==> src/sv/trimmed_mean_sliding_window_filter_macros.svh <==
// Assertion macros shared by the filter's modules.
`ifndef TRIMMED_MEAN_SLIDING_WINDOW_FILTER_MACROS_SVH
`define TRIMMED_MEAN_SLIDING_WINDOW_FILTER_MACROS_SVH

// Same-cycle implication, checked outside reset.
`define TMSWF_ASSERT_NOW(label, clk, rst_n, ante, cons) \
    label: assert property (@(posedge clk) disable iff (!rst_n) (ante) |-> (cons)) \
        else $error("tmswf: same-cycle check failed");

// Next-cycle implication, checked outside reset.
`define TMSWF_ASSERT_NEXT(label, clk, rst_n, ante, cons) \
    label: assert property (@(posedge clk) disable iff (!rst_n) (ante) |=> (cons)) \
        else $error("tmswf: next-cycle check failed");

`endif

==> src/sv/tmswf_pkg.sv <==
// Shared types and constants of the trimmed-mean sliding-window filter.
package tmswf_pkg;

    localparam int NUM_CH      = 10;
    localparam int SMP_W       = 32;
    localparam int TRIM_COUNT  = 2;
    localparam int CH_W        = 4;
    localparam int DATA_W      = NUM_CH * SMP_W;
    localparam int USER_W      = 1;
    localparam int MUL_CHUNK_W = 16;

    typedef enum logic [2:0] {
        ST_IDLE,
        ST_PASS,
        ST_SCAN,
        ST_LAST,
        ST_PREP,
        ST_DIV,
        ST_STORE,
        ST_OUT
    } tmswf_state_t;

    typedef struct packed {
        logic            capture;
        logic            mem_we;
        logic            rd_en;
        logic            acc_first;
        logic            div_load;
        logic            div_step;
        logic            store;
        logic            load_out;
        logic            full;
        logic [CH_W-1:0] ch;
    } tmswf_cmd_t;

    typedef struct packed {
        logic out_free;
    } tmswf_stat_t;

endpackage

==> src/sv/tmswf_ctrl.sv <==
// Controller: sequences capture, window writes, scans, divides and output load.
`include "trimmed_mean_sliding_window_filter_macros.svh"

module tmswf_ctrl #(
    parameter int WINDOW = 8
) (
    input  logic                                  clk,
    input  logic                                  rst_n,
    input  logic                                  s_tvalid,
    output logic                                  s_tready,
    input  tmswf_pkg::tmswf_stat_t                status,
    output tmswf_pkg::tmswf_cmd_t                 cmd,
    output logic [$clog2(WINDOW)-1:0]             wr_slot,
    output logic [$clog2(WINDOW)-1:0]             rd_slot
);
    import tmswf_pkg::*;

    localparam int SLOT_W    = $clog2(WINDOW);
    localparam int FILL_W    = $clog2(WINDOW + 1);
    localparam int SUM_W     = SMP_W + $clog2(WINDOW);
    localparam int MUL_STEPS = (SUM_W + 1 + MUL_CHUNK_W - 1) / MUL_CHUNK_W;
    localparam int STEP_W    = $clog2(MUL_STEPS + 1);

    tmswf_state_t      state_reg, state_next;
    logic [CH_W-1:0]   ch_reg, ch_next;
    logic [SLOT_W-1:0] k_reg, k_next;
    logic [STEP_W-1:0] step_reg, step_next;
    logic [SLOT_W-1:0] slot_reg, slot_next;
    logic [FILL_W-1:0] fill_reg, fill_next;
    logic              full_reg, full_next;
    logic              full_now;

    always_ff @(posedge clk or negedge rst_n)
    begin
        if (!rst_n)
        begin
            state_reg <= ST_IDLE;
            ch_reg    <= '0;
            k_reg     <= '0;
            step_reg  <= '0;
            slot_reg  <= '0;
            fill_reg  <= '0;
            full_reg  <= 1'b0;
        end
        else
        begin
            state_reg <= state_next;
            ch_reg    <= ch_next;
            k_reg     <= k_next;
            step_reg  <= step_next;
            slot_reg  <= slot_next;
            fill_reg  <= fill_next;
            full_reg  <= full_next;
        end
    end

    // The incoming word completes the window once WINDOW-1 are already held.
    assign full_now = (fill_reg >= FILL_W'(WINDOW - 1));

    always_comb
    begin
        state_next = state_reg;
        ch_next    = ch_reg;
        k_next     = k_reg;
        step_next  = step_reg;
        slot_next  = slot_reg;
        fill_next  = fill_reg;
        full_next  = full_reg;
        s_tready   = 1'b0;
        cmd        = '0;
        cmd.ch     = ch_reg;
        cmd.full   = full_reg;

        case (state_reg)
            ST_IDLE:
            begin
                s_tready = 1'b1;
                if (s_tvalid)
                begin
                    cmd.capture = 1'b1;
                    full_next   = full_now;
                    ch_next     = '0;
                    k_next      = '0;
                    state_next  = full_now ? ST_SCAN : ST_PASS;
                end
            end
            ST_PASS:
            begin
                // window not yet full: store each channel, pass input through
                cmd.mem_we = 1'b1;
                if (ch_reg == CH_W'(NUM_CH - 1))
                begin
                    state_next = ST_OUT;
                end
                else
                begin
                    ch_next = ch_reg + 1'b1;
                end
            end
            ST_SCAN:
            begin
                cmd.rd_en     = 1'b1;
                cmd.acc_first = (k_reg == '0);
                cmd.mem_we    = (k_reg == '0);
                if (k_reg == SLOT_W'(WINDOW - 1))
                begin
                    k_next     = '0;
                    state_next = ST_LAST;
                end
                else
                begin
                    k_next = k_reg + 1'b1;
                end
            end
            ST_LAST:
            begin
                state_next = ST_PREP;
            end
            ST_PREP:
            begin
                cmd.div_load = 1'b1;
                step_next    = '0;
                state_next   = ST_DIV;
            end
            ST_DIV:
            begin
                // one reciprocal chunk per cycle
                cmd.div_step = 1'b1;
                if (step_reg == STEP_W'(MUL_STEPS - 1))
                begin
                    state_next = ST_STORE;
                end
                else
                begin
                    step_next = step_reg + 1'b1;
                end
            end
            ST_STORE:
            begin
                cmd.store = 1'b1;
                if (ch_reg == CH_W'(NUM_CH - 1))
                begin
                    state_next = ST_OUT;
                end
                else
                begin
                    ch_next    = ch_reg + 1'b1;
                    state_next = ST_SCAN;
                end
            end
            ST_OUT:
            begin
                if (status.out_free)
                begin
                    cmd.load_out = 1'b1;
                    slot_next    = (slot_reg == SLOT_W'(WINDOW - 1)) ? '0 : slot_reg + 1'b1;
                    if (fill_reg < FILL_W'(WINDOW))
                    begin
                        fill_next = fill_reg + 1'b1;
                    end
                    state_next = ST_IDLE;
                end
            end
            default:
            begin
                state_next = ST_IDLE;
            end
        endcase
    end

    assign wr_slot = slot_reg;
    assign rd_slot = k_reg;

    `TMSWF_ASSERT_NOW(a_fill_bound, clk, rst_n, 1'b1, fill_reg <= FILL_W'(WINDOW))
    `TMSWF_ASSERT_NOW(a_scan_needs_full, clk, rst_n, state_reg == ST_SCAN, full_reg)
    `TMSWF_ASSERT_NEXT(a_prep_to_div, clk, rst_n, state_reg == ST_PREP,
        state_reg == ST_DIV && step_reg == '0)

endmodule

==> src/sv/tmswf_dp.sv <==
// Datapath: sample registers, window memory, min/max/sum scan, divider, output register.
`include "trimmed_mean_sliding_window_filter_macros.svh"

module tmswf_dp #(
    parameter int WINDOW = 8
) (
    input  logic                                  clk,
    input  logic                                  rst_n,
    input  tmswf_pkg::tmswf_cmd_t                 cmd,
    input  logic [$clog2(WINDOW)-1:0]             wr_slot,
    input  logic [$clog2(WINDOW)-1:0]             rd_slot,
    input  logic [tmswf_pkg::DATA_W-1:0]          s_tdata,
    input  logic                                  m_tready,
    output logic                                  m_tvalid,
    output logic [tmswf_pkg::DATA_W-1:0]          m_tdata,
    output logic [tmswf_pkg::USER_W-1:0]          m_tuser,
    output tmswf_pkg::tmswf_stat_t                status
);
    import tmswf_pkg::*;

    localparam int ADDR_W    = $clog2(NUM_CH * WINDOW);
    localparam int SUM_W     = SMP_W + $clog2(WINDOW);
    localparam int RCP_W     = SUM_W + 1;
    localparam int MUL_STEPS = (RCP_W + MUL_CHUNK_W - 1) / MUL_CHUNK_W;
    localparam int RCP_REG_W = MUL_STEPS * MUL_CHUNK_W;
    localparam int DIVISOR   = WINDOW - TRIM_COUNT;
    localparam int RCP_SH    = SUM_W + $clog2(DIVISOR);
    localparam int FINAL_SH  = RCP_SH - MUL_CHUNK_W * (MUL_STEPS - 1);
    localparam int PROD_W    = SUM_W + MUL_CHUNK_W;
    localparam int ACC_W     = PROD_W + 1;
    // ceil(2^RCP_SH / DIVISOR): exact quotient for every magnitude below 2^SUM_W
    localparam logic [RCP_REG_W-1:0] RECIP = RCP_REG_W'(
        ((64'd1 << RCP_SH) + 64'(DIVISOR) - 64'd1) / 64'(DIVISOR));

    logic signed [SMP_W-1:0] smp_reg [NUM_CH];
    logic [SMP_W-1:0]        mem [NUM_CH * WINDOW];
    logic signed [SMP_W-1:0] rd_data_reg;
    logic                    rd_valid_reg;
    logic                    first_reg;
    logic                    sel_new_reg;
    logic signed [SMP_W-1:0] lo_reg, hi_reg;
    logic signed [SUM_W-1:0] sum_reg;
    logic [SUM_W-1:0]        mag_reg;
    logic [RCP_REG_W-1:0]    rcp_reg;
    logic [ACC_W-1:0]        acc_reg;
    logic                    neg_reg;
    logic [DATA_W-1:0]       out_data_reg;
    logic                    out_full_reg;
    logic                    m_tvalid_reg;

    logic [ADDR_W-1:0]       waddr, raddr;
    logic signed [SMP_W-1:0] cur_smp;
    logic signed [SMP_W-1:0] acc_val;
    logic signed [SUM_W:0]   diff;
    logic [SUM_W:0]          diff_abs;
    logic [PROD_W-1:0]       prod;
    logic signed [SMP_W-1:0] q32;
    logic signed [SMP_W-1:0] res;
    logic [DATA_W-1:0]       pack;

    assign waddr   = ADDR_W'(cmd.ch) * ADDR_W'(WINDOW) + ADDR_W'(wr_slot);
    assign raddr   = ADDR_W'(cmd.ch) * ADDR_W'(WINDOW) + ADDR_W'(rd_slot);
    assign cur_smp = smp_reg[cmd.ch];

    // window memory, registered read
    always_ff @(posedge clk)
    begin
        if (cmd.mem_we)
        begin
            mem[waddr] <= cur_smp;
        end
        if (cmd.rd_en)
        begin
            rd_data_reg <= mem[raddr];
        end
    end

    // the slot written this item reads as the new sample
    assign acc_val = sel_new_reg ? cur_smp : rd_data_reg;

    assign diff     = (SUM_W + 1)'(sum_reg) - (SUM_W + 1)'(lo_reg) - (SUM_W + 1)'(hi_reg);
    assign diff_abs = diff[SUM_W] ? -diff : diff;

    // multiply the magnitude by one reciprocal chunk per cycle, lowest chunk first
    assign prod = PROD_W'(mag_reg) * PROD_W'(rcp_reg[MUL_CHUNK_W-1:0]);

    assign q32 = acc_reg[FINAL_SH +: SMP_W];
    assign res = neg_reg ? -q32 : q32;

    always_comb
    begin
        for (int c = 0; c < NUM_CH; c++)
        begin
            pack[c*SMP_W +: SMP_W] = smp_reg[c];
        end
    end

    always_ff @(posedge clk or negedge rst_n)
    begin
        if (!rst_n)
        begin
            rd_valid_reg <= 1'b0;
            m_tvalid_reg <= 1'b0;
        end
        else
        begin
            rd_valid_reg <= cmd.rd_en;
            if (cmd.load_out)
            begin
                m_tvalid_reg <= 1'b1;
            end
            else if (m_tready)
            begin
                m_tvalid_reg <= 1'b0;
            end
        end
    end

    always_ff @(posedge clk)
    begin
        first_reg   <= cmd.acc_first;
        sel_new_reg <= (rd_slot == wr_slot);

        if (cmd.capture)
        begin
            for (int c = 0; c < NUM_CH; c++)
            begin
                smp_reg[c] <= s_tdata[c*SMP_W +: SMP_W];
            end
        end
        else if (cmd.store)
        begin
            smp_reg[cmd.ch] <= res;
        end

        if (rd_valid_reg)
        begin
            if (first_reg)
            begin
                lo_reg  <= acc_val;
                hi_reg  <= acc_val;
                sum_reg <= SUM_W'(acc_val);
            end
            else
            begin
                if (acc_val < lo_reg)
                begin
                    lo_reg <= acc_val;
                end
                if (acc_val > hi_reg)
                begin
                    hi_reg <= acc_val;
                end
                sum_reg <= sum_reg + SUM_W'(acc_val);
            end
        end

        if (cmd.div_load)
        begin
            neg_reg <= diff[SUM_W];
            mag_reg <= diff_abs[SUM_W-1:0];
            rcp_reg <= RECIP;
            acc_reg <= '0;
        end
        else if (cmd.div_step)
        begin
            // drop the low chunk already settled, add the next partial product
            acc_reg <= (acc_reg >> MUL_CHUNK_W) + ACC_W'(prod);
            rcp_reg <= rcp_reg >> MUL_CHUNK_W;
        end

        if (cmd.load_out)
        begin
            out_data_reg <= pack;
            out_full_reg <= cmd.full;
        end
    end

    assign m_tvalid        = m_tvalid_reg;
    assign m_tdata         = out_data_reg;
    assign m_tuser         = USER_W'(out_full_reg);
    assign status.out_free = !m_tvalid_reg || m_tready;

    `TMSWF_ASSERT_NOW(a_no_overwrite, clk, rst_n, cmd.load_out, !m_tvalid_reg || m_tready)
    `TMSWF_ASSERT_NEXT(a_lo_le_hi, clk, rst_n, rd_valid_reg, lo_reg <= hi_reg)
    `TMSWF_ASSERT_NOW(a_mean_bounds, clk, rst_n, cmd.store, res >= lo_reg && res <= hi_reg)

endmodule

==> src/sv/trimmed_mean_sliding_window_filter.sv <==
// A word whose window is not yet full is stored channel by channel and leaves unchanged.
// A filtered word leaves once all ten channels have been worked in turn, each through
// a WINDOW-read memory scan, drain, load, a 3-step reciprocal multiply and store.
// Throughput: one word at a time; the next word is taken the cycle after a result loads.
// Reset (rst_n low, asynchronous): fill count and slot clear, window contents are
// not cleared since filtering begins only once every slot has been written.
module trimmed_mean_sliding_window_filter #(
    parameter int WINDOW = 8
) (
    input  logic                                  clk,
    input  logic                                  rst_n,
    input  logic                                  s_tvalid,
    output logic                                  s_tready,
    // s_tdata, from bit 0 up: in_pos_x, in_pos_y, in_pos_z, in_yaw,
    // in_lin_vel_x, in_lin_vel_y, in_lin_vel_z, in_ang_vel_x, in_ang_vel_y, in_ang_vel_z
    input  logic [tmswf_pkg::DATA_W-1:0]          s_tdata,
    output logic                                  m_tvalid,
    input  logic                                  m_tready,
    // m_tdata, from bit 0 up: out_pos_x, out_pos_y, out_pos_z, out_yaw,
    // out_lin_vel_x, out_lin_vel_y, out_lin_vel_z, out_ang_vel_x, out_ang_vel_y, out_ang_vel_z
    output logic [tmswf_pkg::DATA_W-1:0]          m_tdata,
    // m_tuser: window_full
    output logic [tmswf_pkg::USER_W-1:0]          m_tuser
);
    import tmswf_pkg::*;

    localparam int SLOT_W = $clog2(WINDOW);

    tmswf_cmd_t        cmd;
    tmswf_stat_t       status;
    logic [SLOT_W-1:0] wr_slot;
    logic [SLOT_W-1:0] rd_slot;

    // Controller: walks each channel through write, scan, divide and store, or only write
    // while the window is not yet full, then hands the finished word to the output register.
    tmswf_ctrl #(
        .WINDOW (WINDOW)
    ) u_ctrl (
        .clk      (clk),
        .rst_n    (rst_n),
        .s_tvalid (s_tvalid),
        .s_tready (s_tready),
        .status   (status),
        .cmd      (cmd),
        .wr_slot  (wr_slot),
        .rd_slot  (rd_slot)
    );

    // Datapath: holds the samples, the per-channel rings, the trimmed-mean
    // arithmetic and the output register that decouples the two sides.
    tmswf_dp #(
        .WINDOW (WINDOW)
    ) u_dp (
        .clk      (clk),
        .rst_n    (rst_n),
        .cmd      (cmd),
        .wr_slot  (wr_slot),
        .rd_slot  (rd_slot),
        .s_tdata  (s_tdata),
        .m_tready (m_tready),
        .m_tvalid (m_tvalid),
        .m_tdata  (m_tdata),
        .m_tuser  (m_tuser),
        .status   (status)
    );

endmodule

==> config.mk <==
export PLATFORM = sky130hd
export DESIGN_NAME = trimmed_mean_sliding_window_filter
export DESIGN_NICKNAME = d
export VERILOG_FILES = /design/src/sv/tmswf_pkg.sv /design/src/sv/tmswf_ctrl.sv /design/src/sv/tmswf_dp.sv /design/src/sv/trimmed_mean_sliding_window_filter.sv
export VERILOG_INCLUDE_DIRS = /design/src /design/src/sv
export SDC_FILE = /design/constraint.sdc
export NUM_CORES = 2
export LEC_CHECK = 0
export BUFFER_PORTS_ARGS = -buffer_cell sky130_fd_sc_hd__buf_2
export CORE_MARGIN = 8
export CORE_UTILIZATION = 50
export CTS_CLUSTER_DIAMETER = 30
export CTS_CLUSTER_SIZE = 30
export DETAILED_ROUTE_END_ITERATION = 8
export PLACE_DENSITY_LB_ADDON = 0.2
export SETUP_SLACK_MARGIN = 0.2
export SLEW_MARGIN = 20
export SYNTH_ARGS = -nofsm -noshare
export SYNTH_HDL_FRONTEND = slang
export SYNTH_SLANG_ARGS = --single-unit
==> constraint.sdc <==
create_clock -name clk -period 16.84 [get_ports clk]
set_input_delay 0.842 -clock clk [delete_from_list [all_inputs] [get_ports clk]]
set_output_delay 0.842 -clock clk [all_outputs]
set_load 0.02 [all_outputs]
==> results list <==
- Synth-to-layout area growth: 21.0%
- The flow ran to the end, and the final reports show no timing, DRC or antenna violations.
- Critical Path End Type: flop
- The synthesized netlist occupies a cell area of 158000 um2.
- Once the floorplan was initialized, standard cells occupied between 50 and 60% of the core.
* First drt pass iteration count: 6
* Most frequent cell on the critical path: buf_4
* Proportion of synthesized flip-flops having asynchronous set or reset: less than 1%
- Number of nets in the layout: between 10000 and 15000
- Largest area contributor in the synthesized netlist: edfxtp_1
- Synthesis inferred around 3600 register bits.
- Finish-stage setup viols: 0
- Most frequent cells after synthesis: edfxtp_1 (3560), mux4_2 (984), nand2_1 (635)
- From left edge to right edge, the die measures roughly 580 um.
* Setup repair after global routing missed its margin: false
- Seq/Total Area, Yosys: slightly below 70%
* Remaining design rule violation count: 0
- Number of hold-slack violations in the final timing report: 0
- For the final database, setup skew stands at ~0.12 ns.
- The later pin in the worst-skew pair is clocked with a latency of around 1.0 ns.
- Synth area leaders: edfxtp_1 (68%), mux4_2 (14%), fa_1 (3.5%)
- The H-tree was split into 6 levels.
- Buffers placed on the I/O ports in this run total 646.
- Number of global-route vias before repair: ~90000
- Worst hold start: s_tdata[19]
* Clock transition at the registers of the reported paths: ~0.050 ns
- After layout, the worst path uses between 40% and 50% of the clock period.
- Number of top-level pins: ~650
- Arrival time of the worst setup path: 8.79 ns
- Most used flip-flop cell after synthesis: edfxtp_1
- Mapped Nets: about 9500
* Startpoint-to-endpoint class of the critical path: flop to flop
- Required time of the critical path: about 18 ns
- Yosys mapped a number of flops with a built-in enable equal to approximately 3600.
* RD Place Congestion: 1.03
* Number of routed nets with antenna violations: 0
- The routed layout has between 90000 and 100k vias.
* CP startpoint kind: flop
* Maximum clock frequency: 0.124 GHz
- Time the final worst path needs with I/O delays and setup: approximately 8 ns
- The die covers ~330000 um2.
* R2R Path Start: u_ctrl.ch_reg[0]$_DFFE_PN0P_
- Walking the worst path, the cells encountered are buf_4 -> buf_4 -> buf_4 -> mux4_2 -> mux4_2 -> mux2_2 -> ha_1 -> and4_1 -> and3_1 -> o2111ai_1 -> o211ai_1 -> a32oi_1 -> o21ai_0 -> a41oi_1 -> o31a_1 -> o21bai_1 -> xnor2_1 -> o21ai_0.
* Filler cell count: about 22000
- Floorplan Core Area: 314000 um2
- Family with the most delay on the worst path: compound AO/OA/AOI/OAI gates
- The HPWL after detailed placement is between 300000 and 400000 um.
- The register with the most flip-flops in the layout has 2560 of them.
- In the global route stage, overall resource usage came out at 29.6%.
- Wire per inst: roughly 35 um
- For this design, the sink count on the clock tree is roughly 3600.
- Critical Path Start: u_ctrl.ch_reg[0]$_DFFE_PN0P_
- From bottom edge to top edge, the die measures about 580 um.
* TritonCTS clock tree: built
- Slowest cell on crit path: dfrtp_4
- Largest buffer count on any clock path: 4
* Number of instances in the synthesized netlist: roughly 8500
- Worst-margin pin slew: between 1 and 1.5 ns
- Summed over all layers, the routed wires come to around 500000 um.
* Total buffers and inverters traversed by the critical path: 3
* Fraction of final layout cells sized beyond drive strength 1: 31.2%
* Count leader, synth: edfxtp_1
* Synth cell types: 83
* TNS Setup: 0 ns
- Max-slew violation count: 0
- CP max FO: 44
- Row Count: around 210
- Mean Syn Cell Area: between 15 and 20 um2
- The first global-routing pass estimated ~700000 um of wire.
- Headroom to the max-slew limit came out at 18.1%.
* Path category of the worst min-delay check: primary input to flop
- Post-CTS resize count: 0
- Yosys printed 0 warnings.
* Clock Root Buffer: clkbuf_16
- First DRT Iteration DRCs: 11300
- The initial antenna violation count is slightly above 50.
- Entering global routing, the biggest net connects 135 pins.
- Overall overflow remaining after global route: 0
- Yosys top cell area share: 67.9%
- TritonCTS created about 670 clock buffers.
- Delay of the slowest cell on the worst path: 0.93 ns
- Avg Vias per Cell: a little over 6
* Max Cap Violations: 0
[worst paths after layout]
check,to,slack [ns],cells past startpoint
min in group asynchronous,u_dp.rd_valid_reg$_DFF_PN0_,0.61,2
max in group asynchronous,u_ctrl.ch_reg[3]$_DFFE_PN0P_,15.51,2
hold reg to reg,m_tdata[129]$_DFFE_PP_,0.44,0
setup reg to reg,u_dp.sum_reg[33]$_DFFE_PP_,8.75,18
setup / recovery,u_dp.sum_reg[33]$_DFFE_PP_,8.75,18
hold / removal,u_dp.smp_reg[0][19]$_DFFE_PP_,0.09,3
[routing by layer]
| metal | vias to the layer above | track usage (%) | wire, um |
|---|---|---|---|
| li1 | 36300 | - | - |
| met1 | 47200 | 37.7 | 182000 |
| met2 | 5370 | 48.3 | 241000 |
| met3 | 1126 | 5.31 | 45800 |
| met4 | 14 | 16.6 | 32400 |
| met5 | - | 0 | 103 |
[metrics by stage]
step | hold WS [ns] | setup WS [ns] | cells | instance area [um2] | utilization, %
finish | 0.0948 | 8.75 | 14500 | 191000 | 60.7
global route | 0.0797 | 8.17 | 14500 | 191000 | 60.7
CTS | 0.0380 | 8.61 | 14500 | 191000 | 60.6
detailed placement | 0.431 | 8.61 | 13200 | 167000 | 53.2
global placement | 0.429 | 8.68 | 13200 | 167000 | 53.2
floorplan | 0.421 | 7.87 | 8548 | 158000 | -
[worst register-to-register path: cells and delay by family (launching register included)]
kind            cells  cell delay [ns]
buf+inv             3             2.10
xor+xnor            1             0.14
flops               1             0.93
mux                 3             1.65
fa+ha+maj           1             0.41
simple gates        2             0.43
compound gates      8             2.15
[cell type report]
type | instances | area, um2 | area share (%)
Inverter | 547 | 2060 | 1.08
Clock buffer | 737 | 17200 | 9.03
Antenna cell | 33 | 82.6 | 0.0433
Multi-Input combinational cell | 4001 | 46400 | 24.3
Clock inverter | 509 | 6140 | 3.22
Timing Repair Buffer | 870 | 5040 | 2.64
Sequential cell | 3633 | 109000 | 56.9
Tap cell | 4160 | 5200 | 2.73
[cell usage in the layout (no fill, tap or decap), drive strengths merged, types with 77 or more instances in the layout]
cell type / Yosys / routed
xnor2: 113 / 113
clkinvlp: 0 / 78
bufinv: 0 / 85
buf: 94 / 869
o21ai: 456 / 456
nor2: 189 / 189
fa: 273 / 273
xor2: 85 / 85
a21oi: 197 / 197
edfxtp: 3560 / 3560
and2: 91 / 91
nand2: 636 / 636
mux4: 984 / 984
clkbuf: 273 / 737
clkinv: 1 / 257
inv: 546 / 636
ha: 375 / 375
a21o: 81 / 81
mux2: 77 / 77
[logic make-up (layout without fill, tap and decap cells)]
family	Yosys count	count (layout)	share of synthesized area [%]
other	0	33	0
multiplexers	1070	1070	14.7
AO/OA/AOI/OAI	904	904	3.34
buffers and inverters	914	2663	2.19
adder cells (fa/ha/maj)	648	648	6.45
XOR/XNOR	198	198	1.10
flip-flops	3633	3633	68.9
AND/OR/NAND/NOR	1181	1181	3.38
[timing repair]
| action | in CTS | in global routing |
|---|---|---|
| endpoints found under the hold margin | 22 | 0 |
| setup buffers | 0 | 0 |
| hold buffers | 1 | 0 |
Power is left out: the tool's default activity adds up to more than one toggle a clock period on the data nets, which glitch-free logic cannot reach.
